File: src/indexed_texture_expander_macros.svh
// Assertion macros used by the texture expander top level.
`ifndef INDEXED_TEXTURE_EXPANDER_MACROS_SVH
`define INDEXED_TEXTURE_EXPANDER_MACROS_SVH

// Same-cycle implication, checked on every rising edge outside reset.
`define ITX_ASSERT_NOW(label, pre, post) \
  label: assert property (@(posedge clk) disable iff (rst) (pre) |-> (post)) \
    else $error("texture expander check failed");

// Next-cycle implication, checked on every rising edge outside reset.
`define ITX_ASSERT_NEXT(label, pre, post) \
  label: assert property (@(posedge clk) disable iff (rst) (pre) |=> (post)) \
    else $error("texture expander check failed");

`endif

File: src/itx_pkg.sv
// Shared types and constants of the indexed texture expander.
package itx_pkg;

  localparam int DIM_W  = 13;
  localparam int CFG_W  = 13;
  localparam int ADDR_W = 24;

  localparam logic [1:0] MODE_4BPP  = 2'd0;
  localparam logic [1:0] MODE_8BPP  = 2'd1;
  localparam logic [1:0] MODE_24BPP = 2'd2;
  localparam logic [1:0] MODE_32BPP = 2'd3;

  localparam logic [1:0] REG_FRAME_WIDTH  = 2'd0;
  localparam logic [1:0] REG_FRAME_HEIGHT = 2'd1;
  localparam logic [1:0] REG_PIXEL_MODE   = 2'd2;
  localparam logic [1:0] REG_FLIP_EXPAND  = 2'd3;

  // Effective frame geometry, already clamped to the supported range.
  typedef struct packed {
    logic [DIM_W-1:0] width;
    logic [DIM_W-1:0] height;
    logic             flip;
  } frame_cfg_t;

  // Destination of the pixel that is issued next.
  typedef struct packed {
    logic [ADDR_W-1:0] addr;
    logic              done;
  } pix_pos_t;

endpackage

File: src/itx_addr_gen.sv
// Column and row counters with an incrementally updated destination row base.
module itx_addr_gen (
  input  logic                 clk,
  input  logic                 rst,
  input  itx_pkg::frame_cfg_t  cfg,
  input  logic                 restart,
  input  logic                 advance,
  output itx_pkg::pix_pos_t    pos
);

  import itx_pkg::*;

  logic [DIM_W-1:0]    col;
  logic [DIM_W-1:0]    row;
  logic [ADDR_W-1:0]   row_base;
  logic [ADDR_W-1:0]   start_base;
  logic [2*DIM_W-1:0]  first_prod;
  logic [ADDR_W-1:0]   first_base;
  logic                last_col;
  logic                last_row;

  // Base of the first row: zero, or the bottom row when flipping.
  assign first_prod = (2*DIM_W)'(cfg.height - DIM_W'(1)) * (2*DIM_W)'(cfg.width);
  assign first_base = cfg.flip ? first_prod[ADDR_W-1:0] : '0;

  assign last_col = ({1'b0, col} + (DIM_W+1)'(1)) >= {1'b0, cfg.width};
  assign last_row = ({1'b0, row} + (DIM_W+1)'(1)) >= {1'b0, cfg.height};

  assign pos.addr = row_base + ADDR_W'(col);
  assign pos.done = last_col && last_row;

  always_ff @(posedge clk) begin
    start_base <= first_base;
  end

  always_ff @(posedge clk) begin
    if (rst) begin
      col      <= '0;
      row      <= '0;
      row_base <= '0;
    end else if (restart) begin
      col      <= '0;
      row      <= '0;
      row_base <= first_base;
    end else if (advance) begin
      if (last_col) begin
        col <= '0;
        if (last_row) begin
          row      <= '0;
          row_base <= start_base;
        end else begin
          row      <= row + DIM_W'(1);
          row_base <= cfg.flip ? row_base - ADDR_W'(cfg.width)
                               : row_base + ADDR_W'(cfg.width);
        end
      end else begin
        col <= col + DIM_W'(1);
      end
    end
  end

endmodule

File: config.mk
export PLATFORM = sky130hd
export DESIGN_NAME = itx_addr_gen
export DESIGN_NICKNAME = d
export VERILOG_FILES = /design/src/indexed_texture_expander_macros.svh /design/src/itx_pkg.sv /design/src/itx_addr_gen.sv
export SDC_FILE = /design/constraint.sdc
export NUM_CORES = 1
export LEC_CHECK = 0
export CAP_MARGIN = 25
export CORE_ASPECT_RATIO = 0.9
export CORE_UTILIZATION = 40
export CTS_CLUSTER_DIAMETER = 100
export CTS_CLUSTER_SIZE = 8
export DETAILED_ROUTE_END_ITERATION = 8
export DONT_BUFFER_PORTS = 1
export HOLD_SLACK_MARGIN = 0.06
export PLACE_DENSITY = 0.52
export SETUP_SLACK_MARGIN = 0.4
export SLEW_MARGIN = 20
export SYNTH_ARGS = -nofsm -noshare
export SYNTH_HDL_FRONTEND = slang
export SYNTH_SLANG_ARGS = --single-unit
File: constraint.sdc
create_clock -name clk -period 20.4 [get_ports clk]
set_input_delay 1.02 -clock clk [delete_from_list [all_inputs] [get_ports clk]]
set_output_delay 1.02 -clock clk [all_outputs]
set_load 0.005 [all_outputs]
* Yosys cells after proc, flatten, opt, wreduce, memory -nomap -nowiden
Index checks and enable logic that the tools add are counted.
** Cells by class
- Add/subtract/negate cells :: 8
- $mul :: 1
- Div/mod/pow operators :: 0
- Order comparisons :: 2
- Equal/unequal tests :: 0
- Shift operators :: 0
- Mux-type cells :: 8
- Bitwise gates (word level) :: 0
- Reductions and logical operators :: 6
** Operators by type and width (count)
- 2-to-1 mux 24 bit :: 6
- adder 24 x 13 -> 24 bit :: 2
- adder 13 x 1 -> 14 bit (second input constant) :: 2
- greater-or-equal comparator 14 x 13 -> 1 bit :: 2
- adder 13 x 1 -> 13 bit (second input constant) :: 2
- 2-to-1 mux 13 bit :: 2
- multiplier 14 x 14 -> 24 bit :: 1
- subtractor 24 x 13 -> 24 bit :: 1
- subtractor 13 x 1 -> 14 bit (second input constant) :: 1
- AND reduction 2 bit :: 2
- nonzero test 2 bit :: 2
- OR reduction 2 bit :: 1
- logical AND 1 bit :: 1
** Storage, ports and cells
- Flip-flop bits (word level) :: 74
- Bits in latches :: 0
- Bits in writable memories :: 0
- Bits in read-only memories :: 0
- Memories kept :: 0

* Longest topological paths before layout
- Word-level depth :: 6
- Depth in mapped cells :: 28
- Gate-level depth less buffers :: 28

* Worst setup path before layout
OpenSTA, ideal clock, no wires.
- Path type :: input to register
- From :: input port cfg[4] (netlist bit)
- To :: register row_base[22]
- Setup time :: 135 ps
- Data arrival time :: 8014 ps
- Data required time :: 20265 ps
- Slack :: 12252 ps
- Cell stages on the path :: 26
- Cells stage by stage :: or4_4 > or3_1 > buf_2 > or4_4 > buf_6 > nor4_1 > fa_1 > inv_1 > fa_1 > inv_1 > fa_1 > fa_1 > fa_1 > inv_1 > fa_1 > inv_1 > ha_1 > a21o_1 > a21oi_1 > nand2_1 > a211oi_1 > o31ai_1 > a21o_1 > a21oi_1 > xor2_1 > o2111ai_1
** On the way
- Word-level cells in the longest chain between the ends :: 5
- Elaborated cells between the ends (all ways) :: 8
- Those cells by class :: add/sub: 1; mul: 1; order compare: 1; mux: 5
** Ends and longest elaborated chain
- start, declared :: RTL line itx_addr_gen.sv:5 : input itx_pkg::frame_cfg_t cfg,
- parallel branches: the longest is 4 deep, another holds multiplier 14 x 14 -> 24 bit
- 2-to-1 mux 24 bit * :: RTL line itx_addr_gen.sv:41 : end else if (restart) begin
- end signal, assigned :: RTL line itx_addr_gen.sv:44 : row_base <= first_base;
- end signal, assigned :: RTL line itx_addr_gen.sv:50 : row_base <= start_base;
- end signal, assigned :: RTL line itx_addr_gen.sv:53 : row_base <= cfg.flip ? row_base - ADDR_W'(cfg.width)
- end, declared :: RTL line itx_addr_gen.sv:15 : logic [ADDR_W-1:0] row_base;
Every way passes the cells marked *. The select of a mux whose other input is x is not followed.
A chain may end at the register's enable or synchronous reset.

* Worst setup path in the final report
Ends and elaborated chain as after synthesis.

==> metrics.cfg <==
[drt]
routedWlPerCell_um=18.5
viasPerCell=5.34
drt_iter0_drc=517
vias=10400
drc_errors=0
routed_wirelength_um=36000
antenna_left=0
dr.pass1.iters=5

[clock_tree]
h-tree-depth=3
clock_latency_ns=0.36
cts_root_buf=clkbuf_16
tritoncts=built
cts-buffers-inserted=9
postCtsResizedCells=0
cts_setup_buffers=0
clock_sinks=74
hold_buffers=0
path_clk_slew_ns=0.06
cts_max_path_buffers=2

[cells_and_area]
drive_gt1_frac=0.0365
diodes=0
areaGrowthSynthToFinish_pct=5.88
fin_nets=1846

[critical_path]
r2r_slack_ns=15.86
arrival_ns=8.55
cp_num_buf_inv=4
required_ns=20.62
cpMostUsedCell=fa_1
crit_slowest_cell=xnor2_2
path_class=in2reg
path_depth=25
cp-end-kind=flop
reg2reg_depth=15
crit_path_end=row_base[22]
r2r-end=row_base[21]
r2r-start=col[0]
cp_max_fo=13
crit_family=adder cells
start_kind=primary input
slowest_delay_ns=0.61
crit_start=cfg[4]

[hold_path]
hold_class=reg2reg

[grt]
grt_max_degree=48
track_usage=0.235
grt_pass1_wl_um=58500
grt_pass1_vias=10600
grt.overflow.total=0
grt_antenna_before_repair=1

[yosys]
syn_nets=1884
synthArstFlopShare=0
syn_avg_cell_area_um2=8.11
syn_inst=1569
synth_top_area_frac=0.247
synth_ff_type=dfxtp_1
synth_most_common_cell=inv_1
yosys-top-cells-area=fa_1 (25%), ha_1 (12%), dfxtp_1 (12%)
synth_edf_count=0
synth_common_cells=inv_1 (236), nand2_1 (185), fa_1 (157)
ys_ff_latch=74
yosys.area.top_type=fa_1
synth_cell_type_count=62
syn_area_um2=12700
yosysWarnings=0
ys_seq_area_frac=0.116

[power]
ir_worst_vdd_mv=0.113
switching_share=0.499
power_frac_seq=0.116
intPower_mw=0.871
p_clk_frac=0.106
p_per_area_nw_per_um2=129
p_leak_nw=6.58
netSwitchingPower_mw=0.868
p_total_mw=1.74
p_comb_frac=0.778

[placed_design]
gp_congestion=0.835
portBuffers=0
hpwlAfterDp_um=28400

[floorplan]
start_util=0.410
die-height_um=171
dieArea_um2=32500
core.rowCount=61
die_x_um=190
ios=56
coreArea_um2=31100

[sta]
totalNegativeSetupSlack_ns=0
tightestPinTransition_ns=0.968
rsz0062_at_grt=no
fin_crit_sh=0.408
max_freq_ghz=0.120
finClkSkew_ns=0.0136
finalHoldViolCount=0
slew_headroom=0.354
finalSetupViolCount=0
slew_viol_final=0
post-route-min-period_ns=8.33

[job]
cap_viol_max_count=0

[run_status]
outcome=complete, no violations

[power groups by stage]
stage               combinational [mW]  clock (mW)  sequential [mW]
floorplan                         1.06           0            0.195
CTS                               1.37       0.187            0.201
detailed placement                1.36           0            0.204
global placement                  1.35           0            0.204
global route                      1.57       0.193            0.204
finish                            1.35       0.184            0.201
[metrics by stage]
stage	utilization	cell area, um^2	hold slack, ns	std cells	setup WS, ns
after floorplan	-	12700	0.432	1569	12.25
after global placement	0.423	13100	0.443	1928	11.92
after detailed placement	0.423	13100	0.449	1928	11.74
after CTS	0.434	13500	0.456	1944	12.10
after global routing	0.434	13500	0.488	1945	11.57
final	0.434	13500	0.456	1945	12.07
[worst min-delay path by stage]
stage / startpoint / endpoint / slack, ns / cells past startpoint
5_1_grt: row[12] / row[12] / 0.49 / 2
2_1_floorplan: row[12] / row[12] / 0.43 / 2
4_1_cts: row[12] / row[12] / 0.46 / 2
6_report: row[12] / row[12] / 0.46 / 2
3_3_place_gp: row[12] / row[12] / 0.44 / 2
3_5_place_dp: row[12] / row[12] / 0.45 / 2
[registers in the layout, summed over array words and instances, names as in the netlist]
name	cells
col	13
row_base	24
start_base	24
row	13
[cell type report]
| type | instances | area, um^2 |
|---|---|---|
| Clock buffer | 10 | 239 |
| Clock inverter | 6 | 95.1 |
| Fill cell | 3169 | 17600 |
| Inverter | 237 | 890 |
| Multi-Input combinational cell | 1194 | 10100 |
| Sequential cell | 74 | 1480 |
| Tap cell | 409 | 512 |
| Timing Repair Buffer | 15 | 116 |
[layout by cell type, fill, tap and decap left out, drive strengths merged, types with 15 or more instances in the layout]
| cell type | count |
|---|---|
| a21o | 29 |
| xor2 | 30 |
| nor2b | 16 |
| dfxtp | 74 |
| nand2 | 186 |
| buf | 15 |
| and2 | 70 |
| a21oi | 100 |
| xnor2 | 83 |
| inv | 239 |
| nor2 | 95 |
| o21ai | 37 |
| nand2b | 23 |
| nand3 | 35 |
| nor3 | 27 |
| fa | 157 |
| ha | 127 |
[worst register-to-register path: stages (launching register included)]
cell and delay [ns]:
dfxtp_1 0.46, ha_1 0.27, nand3_1 0.22, nor2_1 0.32, nand3_1 0.21, xnor2_1 0.26, ha_1 0.29, a21o_1 0.19
a211oi_1 0.34, nand3_1 0.17, a31oi_1 0.73, nor2_2 0.04, buf_4 0.30, nand2_1 0.25, o311ai_0 0.19, a22o_1 0.21
[metal layers]
metal,wire length (um),GRT usage,vias up
li1,-,-,5041
met5,0,0,-
met1,17000,0.325,5107
met3,1780,0.0384,28
met4,306,0.0344,0
met2,16900,0.391,201
[cells by family (layout without fill, tap and decap cells)]
kind of cell / count (synthesis) / after routing / share of synthesized area
adder cells (fa/ha/maj): 284 / 284 / 0.372
flip-flops: 74 / 74 / 0.116
AO/OA/AOI/OAI: 265 / 265 / 0.135
multiplexers: 11 / 11 / 0.00865
XOR/XNOR: 113 / 113 / 0.0795
AND/OR/NAND/NOR: 521 / 521 / 0.200
buffers and inverters: 301 / 268 / 0.0894
(Power assumes the default switching activity.)
